[config.mk]
export PLATFORM = sky130hd
export DESIGN_NAME = binary_http_message_parser_core
export DESIGN_NICKNAME = d
export VERILOG_FILES = /design/src/rtl/bhmp_pkg.sv /design/src/rtl/bhmp_cfg.sv /design/src/rtl/bhmp_step.sv /design/src/rtl/binary_http_message_parser_core.sv
export SDC_FILE = /design/constraint.sdc
export NUM_CORES = 1
export LEC_CHECK = 0
export BUFFER_PORTS_ARGS = -buffer_cell sky130_fd_sc_hd__buf_4
export CORE_UTILIZATION = 53
export CTS_CLUSTER_DIAMETER = 40
export CTS_CLUSTER_SIZE = 30
export DETAILED_ROUTE_END_ITERATION = 12
export HOLD_SLACK_MARGIN = 0.02
export PLACE_DENSITY_LB_ADDON = 0.2
export SYNTH_ARGS = -nofsm -noshare
export SYNTH_HDL_FRONTEND = slang
export SYNTH_HIERARCHICAL = 1
export SYNTH_SLANG_ARGS = --single-unit
export TNS_END_PERCENT = 100
[constraint.sdc]
create_clock -name clk -period 2.9 [get_ports clk]
set_input_delay 0.58 -clock clk [delete_from_list [all_inputs] [get_ports clk]]
set_output_delay 0.58 -clock clk [all_outputs]
set_load 0.02 [all_outputs]
[src/rtl/bhmp_pkg.sv]
// ---------------------------------------------------------------------------
// bhmp_pkg
// Shared types and codes for the binary HTTP message parser core.
// ---------------------------------------------------------------------------
package bhmp_pkg;

    // Configuration register indexes.
    localparam logic [1:0] CFG_IS_REQUEST   = 2'd0;
    localparam logic [1:0] CFG_END_CODE     = 2'd1;
    localparam logic [1:0] CFG_UNKNOWN_CODE = 2'd2;

    // Parse phases of the message.
    typedef enum logic [3:0] {
        PH_START  = 4'd0,
        PH_URL    = 4'd1,
        PH_STATUS = 4'd2,
        PH_HSTART = 4'd3,
        PH_KEY    = 4'd4,
        PH_VALUE  = 4'd5,
        PH_ESTART = 4'd6,
        PH_ENTITY = 4'd7,
        PH_DONE   = 4'd8
    } phase_t;

    // Parse events tagged on each byte.
    typedef enum logic [4:0] {
        EV_HELD        = 5'd0,
        EV_VERB        = 5'd1,
        EV_URL         = 5'd2,
        EV_URL_END     = 5'd3,
        EV_STATUS      = 5'd4,
        EV_KNOWN_KEY   = 5'd5,
        EV_UNKNOWN_KEY = 5'd6,
        EV_KEY_BYTE    = 5'd7,
        EV_KEY_END     = 5'd8,
        EV_VAL_BYTE    = 5'd9,
        EV_VAL_END     = 5'd10,
        EV_HDR_END     = 5'd11,
        EV_DONE        = 5'd12,
        EV_CHUNK_SIZE  = 5'd13,
        EV_ENTITY_END  = 5'd14,
        EV_ENTITY_BYTE = 5'd15,
        EV_UNCONSUMED  = 5'd16
    } event_t;

    // Configuration as seen by the parse logic.
    typedef struct packed {
        logic       is_request;
        logic [7:0] end_code;
        logic [7:0] unknown_code;
    } cfg_t;

    // One parse result.
    typedef struct packed {
        event_t      kind;
        logic [7:0]  byte_value;
        logic [15:0] word_value;
        logic        in_trailer;
        logic        last_of_chunk;
    } result_t;

endpackage

[src/rtl/bhmp_cfg.sv]
// ---------------------------------------------------------------------------
// bhmp_cfg
// Configuration register file, written through a valid/ready channel.
// ---------------------------------------------------------------------------
module bhmp_cfg (
    input  logic          clk,
    input  logic          rst_n,
    input  logic          cfg_valid,
    output logic          cfg_ready,
    input  logic [1:0]    cfg_index,
    input  logic [7:0]    cfg_data,
    output bhmp_pkg::cfg_t cfg
);
    import bhmp_pkg::*;

    logic       is_request_reg;
    logic [7:0] end_code_reg;
    logic [7:0] unknown_code_reg;

    // Writes are always taken.
    assign cfg_ready = 1'b1;

    // Register file; an index beyond the list is ignored.
    always_ff @(posedge clk or negedge rst_n)
    begin
        if (!rst_n)
        begin
            is_request_reg   <= 1'b1;
            end_code_reg     <= 8'd0;
            unknown_code_reg <= 8'd1;
        end
        else if (cfg_valid && cfg_ready)
        begin
            if (cfg_index == CFG_IS_REQUEST)
                is_request_reg <= cfg_data[0];
            else if (cfg_index == CFG_END_CODE)
                end_code_reg <= cfg_data;
            else if (cfg_index == CFG_UNKNOWN_CODE)
                unknown_code_reg <= cfg_data;
        end
    end

    assign cfg.is_request   = is_request_reg;
    assign cfg.end_code     = end_code_reg;
    assign cfg.unknown_code = unknown_code_reg;

endmodule

[src/rtl/bhmp_step.sv]
// ---------------------------------------------------------------------------
// bhmp_step
// Parse state registers and the per-byte next-state and event logic.
// ---------------------------------------------------------------------------
module bhmp_step (
    input  logic               clk,
    input  logic               rst_n,
    input  bhmp_pkg::cfg_t     cfg,
    input  logic               advance,
    input  logic               start_new,
    input  logic [7:0]         data_byte,
    output bhmp_pkg::result_t  result
);
    import bhmp_pkg::*;

    phase_t      phase_reg, phase_next;
    logic [7:0]  held_reg, held_next;
    logic        have_held_reg, have_held_next;
    logic [15:0] left_reg, left_next;
    logic [7:0]  key_reg, key_next;
    logic        trailer_reg, trailer_next;

    // Effective state after an optional restart.
    phase_t      cur_phase;
    logic [7:0]  cur_held;
    logic        cur_have_held;
    logic [15:0] cur_left;
    logic [7:0]  cur_key;
    logic        cur_trailer;

    event_t      kind;
    logic [15:0] word;
    logic [15:0] joined;
    logic [15:0] left_dec;
    logic        last;

    // State registers, updated only when a byte moves to the result stage.
    always_ff @(posedge clk or negedge rst_n)
    begin
        if (!rst_n)
        begin
            phase_reg     <= PH_START;
            held_reg      <= 8'd0;
            have_held_reg <= 1'b0;
            left_reg      <= 16'd0;
            key_reg       <= 8'd1;
            trailer_reg   <= 1'b0;
        end
        else if (advance)
        begin
            phase_reg     <= phase_next;
            held_reg      <= held_next;
            have_held_reg <= have_held_next;
            left_reg      <= left_next;
            key_reg       <= key_next;
            trailer_reg   <= trailer_next;
        end
    end

    // A start-new byte sees reset state, but with cfg.unknown_code as key.
    always_comb
    begin
        if (start_new)
        begin
            cur_phase     = PH_START;
            cur_held      = 8'd0;
            cur_have_held = 1'b0;
            cur_left      = 16'd0;
            cur_key       = cfg.unknown_code;
            cur_trailer   = 1'b0;
        end
        else
        begin
            cur_phase     = phase_reg;
            cur_held      = held_reg;
            cur_have_held = have_held_reg;
            cur_left      = left_reg;
            cur_key       = key_reg;
            cur_trailer   = trailer_reg;
        end
    end

    assign joined   = {cur_held, data_byte};
    assign left_dec = cur_left - 16'd1;

    // Per-byte parse step.
    always_comb
    begin
        phase_next     = cur_phase;
        held_next      = cur_held;
        have_held_next = cur_have_held;
        left_next      = cur_left;
        key_next       = cur_key;
        trailer_next   = cur_trailer;
        kind           = EV_UNCONSUMED;
        word           = 16'd0;
        last           = 1'b0;

        unique case (cur_phase)
            PH_START:
            begin
                if (cfg.is_request)
                begin
                    kind       = EV_VERB;
                    phase_next = PH_URL;
                end
                else
                begin
                    kind           = EV_HELD;
                    held_next      = data_byte;
                    have_held_next = 1'b1;
                    phase_next     = PH_STATUS;
                end
            end
            PH_URL:
            begin
                if (data_byte != 8'd0)
                    kind = EV_URL;
                else
                begin
                    kind       = EV_URL_END;
                    phase_next = PH_HSTART;
                end
            end
            PH_STATUS, PH_ESTART:
            begin
                if (!cur_have_held)
                begin
                    kind           = EV_HELD;
                    held_next      = data_byte;
                    have_held_next = 1'b1;
                end
                else
                begin
                    word           = joined;
                    have_held_next = 1'b0;
                    if (cur_phase == PH_STATUS)
                    begin
                        kind       = EV_STATUS;
                        phase_next = PH_HSTART;
                    end
                    else if (joined != 16'd0)
                    begin
                        kind       = EV_CHUNK_SIZE;
                        left_next  = joined;
                        phase_next = PH_ENTITY;
                    end
                    else
                    begin
                        kind       = EV_ENTITY_END;
                        left_next  = 16'd0;
                        phase_next = PH_HSTART;
                    end
                end
            end
            PH_HSTART:
            begin
                key_next = data_byte;
                word     = {8'd0, data_byte};
                // The end meaning wins when both codes are equal.
                if (data_byte == cfg.end_code)
                begin
                    if (!cur_trailer)
                    begin
                        kind           = EV_HDR_END;
                        trailer_next   = 1'b1;
                        have_held_next = 1'b0;
                        phase_next     = PH_ESTART;
                    end
                    else
                    begin
                        kind       = EV_DONE;
                        phase_next = PH_DONE;
                    end
                end
                else if (data_byte == cfg.unknown_code)
                begin
                    kind       = EV_UNKNOWN_KEY;
                    phase_next = PH_KEY;
                end
                else
                begin
                    kind       = EV_KNOWN_KEY;
                    phase_next = PH_VALUE;
                end
            end
            PH_KEY:
            begin
                word = {8'd0, cur_key};
                if (data_byte != 8'd0)
                    kind = EV_KEY_BYTE;
                else
                begin
                    kind       = EV_KEY_END;
                    phase_next = PH_VALUE;
                end
            end
            PH_VALUE:
            begin
                word = {8'd0, cur_key};
                if (data_byte != 8'd0)
                    kind = EV_VAL_BYTE;
                else
                begin
                    kind       = EV_VAL_END;
                    phase_next = PH_HSTART;
                end
            end
            PH_ENTITY:
            begin
                kind      = EV_ENTITY_BYTE;
                left_next = left_dec;
                if (left_dec == 16'd0)
                begin
                    last           = 1'b1;
                    have_held_next = 1'b0;
                    phase_next     = PH_ESTART;
                end
            end
            default:
            begin
                // Finished message and unused phase codes consume nothing.
                kind = EV_UNCONSUMED;
            end
        endcase
    end

    assign result.kind          = kind;
    assign result.byte_value    = data_byte;
    assign result.word_value    = word;
    assign result.in_trailer    = trailer_next;
    assign result.last_of_chunk = last;

endmodule

[src/rtl/binary_http_message_parser_core.sv]
// ---------------------------------------------------------------------------
// binary_http_message_parser_core
// Tags each byte of a binary HTTP message with a parse event.
// ---------------------------------------------------------------------------
// Path: an accepted byte is held in the input register and then in the
// result register. Throughput: one byte per cycle unless out_ready stalls
// the result register, as the parse step between the two is combinational.
// Reset: rst_n clears both stages, the parse state and the configuration
// registers at once; no word is presented until a new byte is accepted.
module binary_http_message_parser_core (
    input  logic        clk,
    input  logic        rst_n,
    input  logic        cfg_valid,
    output logic        cfg_ready,
    input  logic [1:0]  cfg_index,
    input  logic [7:0]  cfg_data,
    input  logic        in_valid,
    output logic        in_ready,
    input  logic        start_new,
    input  logic [7:0]  data_byte,
    output logic        out_valid,
    input  logic        out_ready,
    output logic [4:0]  event_kind,
    output logic [7:0]  byte_value,
    output logic [15:0] word_value,
    output logic        in_trailer,
    output logic        last_of_chunk
);
    import bhmp_pkg::*;

    cfg_t        cfg;
    result_t     result;

    logic        in_valid_reg;
    logic        start_new_reg;
    logic [7:0]  data_byte_reg;
    logic        out_valid_reg;
    result_t     out_reg;
    logic        advance;

    // A byte moves on when the result register is free or being emptied.
    assign advance  = in_valid_reg && (!out_valid_reg || out_ready);
    assign in_ready = !in_valid_reg || advance;

    bhmp_cfg u_cfg (
        .clk       (clk),
        .rst_n     (rst_n),
        .cfg_valid (cfg_valid),
        .cfg_ready (cfg_ready),
        .cfg_index (cfg_index),
        .cfg_data  (cfg_data),
        .cfg       (cfg)
    );

    // Input register control.
    always_ff @(posedge clk or negedge rst_n)
    begin
        if (!rst_n)
            in_valid_reg <= 1'b0;
        else if (in_ready)
            in_valid_reg <= in_valid;
    end

    // Input register payload.
    always_ff @(posedge clk)
    begin
        if (in_valid && in_ready)
        begin
            start_new_reg <= start_new;
            data_byte_reg <= data_byte;
        end
    end

    bhmp_step u_step (
        .clk       (clk),
        .rst_n     (rst_n),
        .cfg       (cfg),
        .advance   (advance),
        .start_new (start_new_reg),
        .data_byte (data_byte_reg),
        .result    (result)
    );

    // Result register control.
    always_ff @(posedge clk or negedge rst_n)
    begin
        if (!rst_n)
            out_valid_reg <= 1'b0;
        else if (advance)
            out_valid_reg <= 1'b1;
        else if (out_ready)
            out_valid_reg <= 1'b0;
    end

    // Result register payload.
    always_ff @(posedge clk)
    begin
        if (advance)
            out_reg <= result;
    end

    assign out_valid     = out_valid_reg;
    assign event_kind    = out_reg.kind;
    assign byte_value    = out_reg.byte_value;
    assign word_value    = out_reg.word_value;
    assign in_trailer    = out_reg.in_trailer;
    assign last_of_chunk = out_reg.last_of_chunk;

endmodule

## Word-level counts from Yosys, hierarchy flattened

Index checks and enable logic that the tools add are counted.

| word-level totals | value |
|---|---|
| bits in registers | 97 |
| input bits | 24 |

| cells by class | value |
|---|---|
| add/sub/neg operators | 1 |
| eq/ne operators | 11 |
| mux-type cells | 49 |
| bitwise operators | 2 |
| reductions and logical operators | 18 |

Operators by type and width:

| operator | count |
|---|---|
| 16-bit 2-to-1 mux | 5 |
| 16-bit case mux with 3 select lines | 1 |
| 8-bit 2-to-1 mux | 5 |
| 4-bit 2-to-1 mux | 9 |
| 5-bit case mux with 7 select lines | 1 |
| 16-bit case mux with 2 select lines | 1 |
| 4-bit case mux with 6 select lines | 1 |
| 4-bit by 3-bit equality test with 1-bit output (second input constant) | 4 |
| 8-bit equality test | 2 |
| 16-bit logical NOT | 1 |
| 8-bit case mux with 2 select lines | 1 |
| 16-bit nonzero test | 1 |
| 16-bit by 1-bit subtractor with 16-bit output (second input constant) | 1 |
| 1-bit 2-to-1 mux | 15 |
| 5-bit 2-to-1 mux | 3 |
| 4-bit by 2-bit equality test with 1-bit output (second input constant) | 2 |
| 2-bit 2-to-1 mux | 4 |
| 8-bit nonzero test | 1 |
| 3-bit 2-to-1 mux | 2 |
| 2-bit OR reduction | 3 |
| 4-bit by 1-bit equality test with 1-bit output (second input constant) | 1 |
| 4-bit logical NOT | 1 |
| 1-bit case mux with 4 select lines | 1 |
| 4-bit AND reduction | 1 |
| 10 further kinds | 14 |

## Logic depth before layout (Yosys ltp)

Gate-level depths: netlist of run 1.

| depth | value |
|---|---|
| depth in word-level cells | 6 |
| gate-level depth with buffers | 13 |
| gate-level depth less buffers | 10 |

## Hierarchy

The synthesis of run 1 kept the hierarchy.

Modules (own cells, without submodules):

| module | instances | cells each | area an instance (um^2) |
|---|---|---|---|
| bhmp_step | 1 | 395 | 3121.7 |
| binary_http_message_parser_core | 1 | 48 | 1305.0 |
| bhmp_cfg | 1 | 40 | 685.7 |

## Least setup slack after synthesis of run 1

No wires, ideal clock.

| timing | value |
|---|---|
| path type | reg-to-reg |
| start | register start_new_reg |
| end | register u_step.phase_reg[0] |
| library setup time | 131 ps |
| arrival time | 2959 ps |
| required time | 2769 ps |
| slack | -190 ps |
| cell stages (with the launch flop) | 14 |
| period minus slack after synthesis | 3090 ps |
| cells stage by stage | edfxtp_1 > buf_6 > clkinv_1 > clkbuf_1 > buf_1 > nand2_1 > inv_1 > ha_1 > or3b_2 > nor4_2 > o2111ai_1 > or3_1 > o31ai_2 > a31oi_1 |

| on the way | value |
|---|---|
| word-level cells in the longest chain between the ends | 5 |
| elaborated cells on any way between the ends | 21 |
| classes of those cells | add/sub (1); eq/ne (7); mux (9); reduce/logical (4) |

RTL lines:

| what | line | source |
|---|---|---|
| from (decl) | binary_http_message_parser_core.sv:35 | `logic start_new_reg;` |
| from (signal assigned) | binary_http_message_parser_core.sv:69 | `start_new_reg <= start_new;` |
| 16-bit 2-to-1 mux or 4-bit 2-to-1 mux (tied branches) | bhmp_step.sv:63 | `if (start_new)` |
| 16-bit by 1-bit subtractor with 16-bit output or 4-bit by 2-bit equality test with 1-bit output (tied branches) | bhmp_step.sv:84, bhmp_step.sv:99, bhmp_step.sv:137 |  |
| 16-bit logical NOT or 4-bit 2-to-1 mux (tied branches) | bhmp_step.sv:213, bhmp_step.sv:137 |  |
| 4-bit 2-to-1 mux, on equally long branches | bhmp_step.sv:213, bhmp_step.sv:127 |  |
| 4-bit case mux with 6 select lines * | bhmp_step.sv:99 | `unique case (cur_phase)` |
| to (signal assigned) | bhmp_step.sv:51 | `phase_reg <= phase_next;` |
| to (decl) | bhmp_step.sv:16 | `phase_t phase_reg, phase_next;` |

Mark *: on every way between the ends. The rest lies on a longest branch, timed or not.
A chain may end at the register's enable or synchronous reset.

## Final worst setup path of run 1

Ends and elaborated chain as after synthesis.

==> flow_metrics.py, run 1 <==
metrics = {
    "run_status": {
        "status": "complete, no violations",
    },
    "route": {
        "routed-via-count": 4044,
        "avgRoutedWirePerCell_um": 19.4,
        "drt-total-wl_mm": 12.7,
        "vias_per_cell": 6.15,
        "drt_iter0_markers": 336,
        "dr.pass1.iters": 5,
        "drc": 0,
        "drtAntennaViolNets": 0,
    },
    "clock_tree": {
        "path_clk_slew_ns": 0.10,
        "cts_tree": "yes",
        "clk_latency_ns": 0.37,
        "root_buffer": "clkbuf_8",
        "clockBufferDepth": 2,
        "post_cts_buffers": 0,
        "cts_resized": 0,
        "cts_max_level": 3,
        "cts_made_buffers": 9,
        "cts.sink_count": 97,
        "holdBufCountCts": 0,
    },
    "synthesis": {
        "ys_types": 71,
        "avgSynthCellArea_um2": 10.6,
        "netlist_area_um2": 5110,
        "syn_inst": 483,
        "yosys_warnings": 6,
        "yosysTopAreaCell": "dfrtp_1",
        "yosys.area.top_type_share": 0.264,
        "synth_flop_cell": "dfrtp_1",
        "synth_nets": 509,
        "async_flop_share": 0.588,
        "synth_area_leaders": "dfrtp_1, edfxtp_1, mux2_2",
        "synth-seq-cells": 97,
        "synth_seq_area_share": 0.515,
        "synth-edff-count": 40,
    },
    "worst_hold_path": {
        "hold_path.class": "in2async",
    },
    "pwr": {
        "ir_worst_vdd_uv": 366,
        "leakagePower_uw": 0.00241,
        "powerDensity_nw_per_um2": 873,
    },
    "timing": {
        "slew_viol_final": 0,
        "max_clock_freq_mhz": 374,
        "finalSetupViolCount": 0,
        "relSlewSlack": 0.507,
        "worst_slew_pin_slew_ns": 0.739,
        "setup_slack_ns": 0.227,
        "min_period_over_period": 0.922,
        "timing.final.crit_period_ns": 2.67,
        "finalClockSkew_ns": 0.0102,
        "rsz0062_at_grt": "no",
        "fin_setup_tns_ns": 0,
        "hold_violations": 0,
    },
    "layout": {
        "drive_above_1_share": 0.240,
        "num-fill-cells": 769,
        "diodes": 0,
        "layout.nets": 550,
        "layout_common_cells": "buf_4, dfrtp_1, edfxtp_1, nor2_1, a21oi_1",
        "final_common_cell": "buf_4",
        "syn_to_final_growth_pct": 13.9,
    },
    "die": {
        "initial_core_util": 0.551,
        "ioPinCount": 58,
        "die_area_um2": 10000,
        "fp.dieW_um": 100,
        "coreArea_um2": 9280,
        "die_height_um": 100,
        "row_count": 35,
    },
    "setup_path": {
        "rr_worst_depth": 10,
        "critPathLaunch": "start_new_reg",
        "endpoint_kind": "register",
        "crit_fanout": 4,
        "r2r_start": "start_new_reg",
        "regToRegSetupSlack_ns": 0.23,
        "critical_path_class": "reg2reg",
        "start_kind": "register",
        "required_ns": 3.14,
        "timing.rr.end": "u_step/phase_reg[0]",
        "crit_end": "u_step/phase_reg[0]",
        "crit_arrival_ns": 2.92,
    },
    "placed_design": {
        "numPortBuffers": 56,
        "dp_hpwl_mm": 9.04,
        "dp_worst_setup_slack_ns": 0.290,
        "gp_congestion": 0.904,
    },
    "global_routing": {
        "grt_pass1_wl_mm": 20.6,
        "grt_overflow": 0,
        "antenna_found_initial": 0,
        "grt_max_degree": 58,
        "grt_pass1_vias": 4021,
        "grt_usage": 0.268,
    },
    "flow_run": {
        "cap_viol_max_count": 0,
    },
}
[per-layer routing]
metal / up-vias / GRT usage / routed length (um)
met1: 1953 / 0.347 / 5380
li1: 1860 / - / -
met3: 39 / 0.0355 / 815
met2: 192 / 0.449 / 6170
met4: 0 / 0.122 / 379
met5: - / 0 / 0
[critical path, cell delays in order (launching register included)]
cell	delay (ns)
edfxtp_1	0.43
clkinv_1	0.12
nand2_1	0.08
inv_1	0.06
ha_1	0.14
or3b_2	0.46
nor4_2	0.26
o2111ai_1	0.17
or3_1	0.41
o31ai_2	0.29
a31oi_1	0.13
[synth_stat cells (all sizes together) (9+ instances only)]
cell type,n
and2,11
nand2,25
a22oi,9
edfxtp,40
buf,18
a22o,17
nor3,12
nor4,9
xor2,13
mux2,17
o22ai,11
dfrtp,54
nor2,41
clkbuf,28
nand2b,12
a21oi,32
o21ai,26
[logic make-up (layout without fill, tap and decap cells)]
group | after synthesis | in the layout | synth area share
mux | 19 | 19 | 0.0414
compound gates | 132 | 132 | 0.174
fa+ha+maj | 2 | 2 | 0.00489
buf+inv | 55 | 101 | 0.0514
other cells | 1 | 1 | 0.000734
xor+xnor | 21 | 21 | 0.0360
simple gates | 156 | 156 | 0.177
flops | 97 | 97 | 0.515
[worst min-delay path by stage]
| stage | cells past startpoint | slack (ns) | endpoint |
|---|---|---|---|
| floorplan | 0 | 0.28 | in_valid_reg |
| global placement | 2 | 0.49 | u_step/key_reg[0] |
| detailed placement | 2 | 0.51 | u_step/key_reg[0] |
| CTS | 1 | 0.29 | u_step/trailer_reg |
| global route | 1 | 0.33 | in_valid_reg |
| finish | 1 | 0.28 | u_step/trailer_reg |
[power breakdown]
group          switching (uW)  internal [uW]  total, uW
logic                    1140            840       1980
registers                 406           1770       2180
clock network             509            416        925
total                    2060           3020       5080
[metrics by stage]
stage | instance area [um2] | hold WS (ns) | power, uW | std cells | utilization
4_1_cts | 5820 | 0.291 | 5060 | 658 | 0.627
5_1_grt | 5820 | 0.327 | 5400 | 658 | 0.627
2_1_floorplan | 5120 | 0.284 | 3520 | 483 | -
6_report | 5820 | 0.276 | 5080 | 658 | 0.627
3_5_place_dp | 5620 | 0.508 | 4130 | 642 | 0.605
3_3_place_gp | 5620 | 0.492 | 4120 | 642 | 0.605
[cell type report]
class / count / area, um2 / share of cell area
well taps: 129 / 161 / 0.0277
repair buffers: 76 / 571 / 0.0980
clock buffers: 9 / 124 / 0.0213
multi-input cells: 331 / 2220 / 0.381
clock inverters: 7 / 82.6 / 0.0142
flip-flops and latches: 97 / 2630 / 0.452
inverters: 9 / 33.8 / 0.00580
Note: power is estimated with default switching activity, not from simulation.
==> inputs of run 2 (changes only) <==
Settings changed: RECOVER_POWER set to 100.
==> flow_metrics.py, run 2 (synthesized netlist as in run 1, its figures left out) <==
metrics = {
    "setup_path": {
        "r2r_start": "start_new_reg",
        "cpPeakStageDelay_ns": 0.46,
        "regToRegSetupSlack_ns": 0.23,
        "crit_fanout": 4,
        "timing.rr.end": "u_step/phase_reg[0]",
        "crit_buf_inv": 2,
        "slowest_stage": "or3b_2",
        "endpoint_kind": "register",
        "crit_chain": "clkinv_1, nand2_1, inv_1, ha_1, or3b_2, nor4_2, o2111ai_1, or3_1, o31ai_2, a31oi_1",
        "rr_worst_depth": 10,
        "crit_family": "simple AND/OR/NAND/NOR gates",
        "required_ns": 3.14,
        "critical_path_class": "reg2reg",
        "start_kind": "register",
        "cp.depth": 10,
        "crit_arrival_ns": 2.92,
    },
    "route": {
        "avgRoutedWirePerCell_um": 19.2,
        "drtAntennaViolNets": 0,
        "routed-via-count": 4078,
        "dr.pass1.iters": 5,
        "drt_iter0_markers": 345,
        "drc": 0,
        "vias_per_cell": 6.20,
        "drt-total-wl_mm": 12.7,
    },
    "flow_run": {
        "cap_viol_max_count": 0,
    },
    "timing": {
        "finalClockSkew_ns": 0.00869,
        "min_period_over_period": 0.922,
        "hold_violations": 0,
        "fin_setup_tns_ns": 0,
        "timing.final.crit_period_ns": 2.67,
        "slew_viol_final": 0,
        "finalSetupViolCount": 0,
        "rsz0062_at_grt": "no",
        "worst_slew_pin_slew_ns": 1.47,
        "relSlewSlack": 0.0182,
        "max_clock_freq_mhz": 374,
    },
    "worst_hold_path": {
        "hold_path.class": "in2reg",
        "whs_endpoint": "data_byte_reg[6]",
        "hp-start": "data_byte[6]",
        "hold_depth": 1,
    },
    "layout": {
        "fin_util": 0.603,
        "syn_to_final_growth_pct": 9.47,
        "final_common_cell": "dfrtp_1",
        "layout.nets": 550,
        "drive_above_1_share": 0.140,
        "diodes": 0,
        "layout_common_cells": "dfrtp_1, clkbuf_1, edfxtp_1, nor2_1, a21oi_1",
    },
    "clock_tree": {
        "cts_made_buffers": 9,
        "cts_tree": "yes",
        "post_cts_buffers": 0,
        "cts.sink_count": 97,
        "clockBufferDepth": 2,
        "path_clk_slew_ns": 0.10,
        "root_buffer": "clkbuf_8",
        "clk_latency_ns": 0.37,
        "cts_max_level": 3,
        "holdBufCountCts": 0,
        "cts_resized": 0,
    },
    "placed_design": {
        "gp_congestion": 0.904,
        "numPortBuffers": 56,
        "dp_hpwl_mm": 9.04,
    },
    "pwr": {
        "powerDensity_nw_per_um2": 892,
        "pwr-share-clk": 0.185,
        "comb_power_share": 0.380,
        "seq_power_share": 0.435,
        "sw_frac_of_total": 0.409,
        "leakagePower_uw": 0.00218,
        "netSwitchingPower_uw": 2040,
        "ir_worst_vdd_uv": 361,
        "internal_power_uw": 2950,
    },
    "global_routing": {
        "grt_pass1_vias": 4021,
        "grt_usage": 0.268,
        "antenna_found_initial": 0,
        "grt_max_degree": 58,
        "grt_pass1_wl_mm": 20.6,
        "grt_overflow": 0,
    },
    "die": {
        "die_height_um": 100,
        "coreArea_um2": 9280,
        "die_area_um2": 10000,
        "initial_core_util": 0.551,
        "row_count": 35,
        "fp.dieW_um": 100,
        "ioPinCount": 58,
    },
    "run_status": {
        "status": "complete, no violations",
    },
}
run 2: cell type report:
| class | count | area, um2 |
|---|---|---|
| Clock inverter | 7 | 82.6 |
| Timing Repair Buffer | 76 | 392 |
| Sequential cell | 97 | 2630 |
| Clock buffer | 9 | 124 |
| Inverter | 9 | 33.8 |
| Fill cell | 826 | 3690 |
| Tap cell | 129 | 161 |
| Multi-Input combinational cell | 331 | 2170 |
run 2: power by group through the flow:
| stage | Combinational, uW | Clock (uW) | Sequential (uW) |
|---|---|---|---|
| 6_report | 1900 | 923 | 2170 |
| 3_3_place_gp | 1930 | 0 | 2190 |
| 2_1_floorplan | 1460 | 0 | 2060 |
| 5_1_grt | 2100 | 995 | 2220 |
| 4_1_cts | 1950 | 946 | 2160 |
| 3_5_place_dp | 1940 | 0 | 2190 |
run 2: worst max path at each step:
stage / slack (ns) / endpoint / start
detailed placement: 0.29 / u_step/phase_reg[0] / start_new_reg
global route: 0.12 / u_step/phase_reg[0] / start_new_reg
finish: 0.23 / u_step/phase_reg[0] / start_new_reg
floorplan: 0.01 / u_step/phase_reg[0] / start_new_reg
global placement: 0.39 / u_step/phase_reg[0] / start_new_reg
CTS: 0.26 / u_step/phase_reg[0] / start_new_reg
run 2: worst register-to-register path, stage by stage, from the launching register on:
cell       delay, ns
edfxtp_1        0.43
clkinv_1        0.11
nand2_1         0.08
inv_1           0.06
ha_1            0.14
or3b_2          0.46
nor4_2          0.26
o2111ai_1       0.17
or3_1           0.41
o31ai_2         0.29
a31oi_1         0.13
run 2: metal layers:
layer  GRT usage  wire length (um)  vias up
met5           0                 0        -
met4       0.122               396        0
li1            -                 -     1861
met1       0.347              5420     1988
met3      0.0355               722       36
met2       0.449              6120      193
run 2: through the flow:
stage	area [um2]	setup WS (ns)	instances	hold WS, ns	total power [uW]
final	5600	0.227	658	0.400	4990
after global routing	5600	0.116	658	0.379	5310
after CTS	5820	0.258	658	0.291	5060
after detailed placement	5620	0.290	642	0.508	4130
after global placement	5620	0.393	642	0.492	4120
after floorplan	5120	0.0117	483	0.284	3520
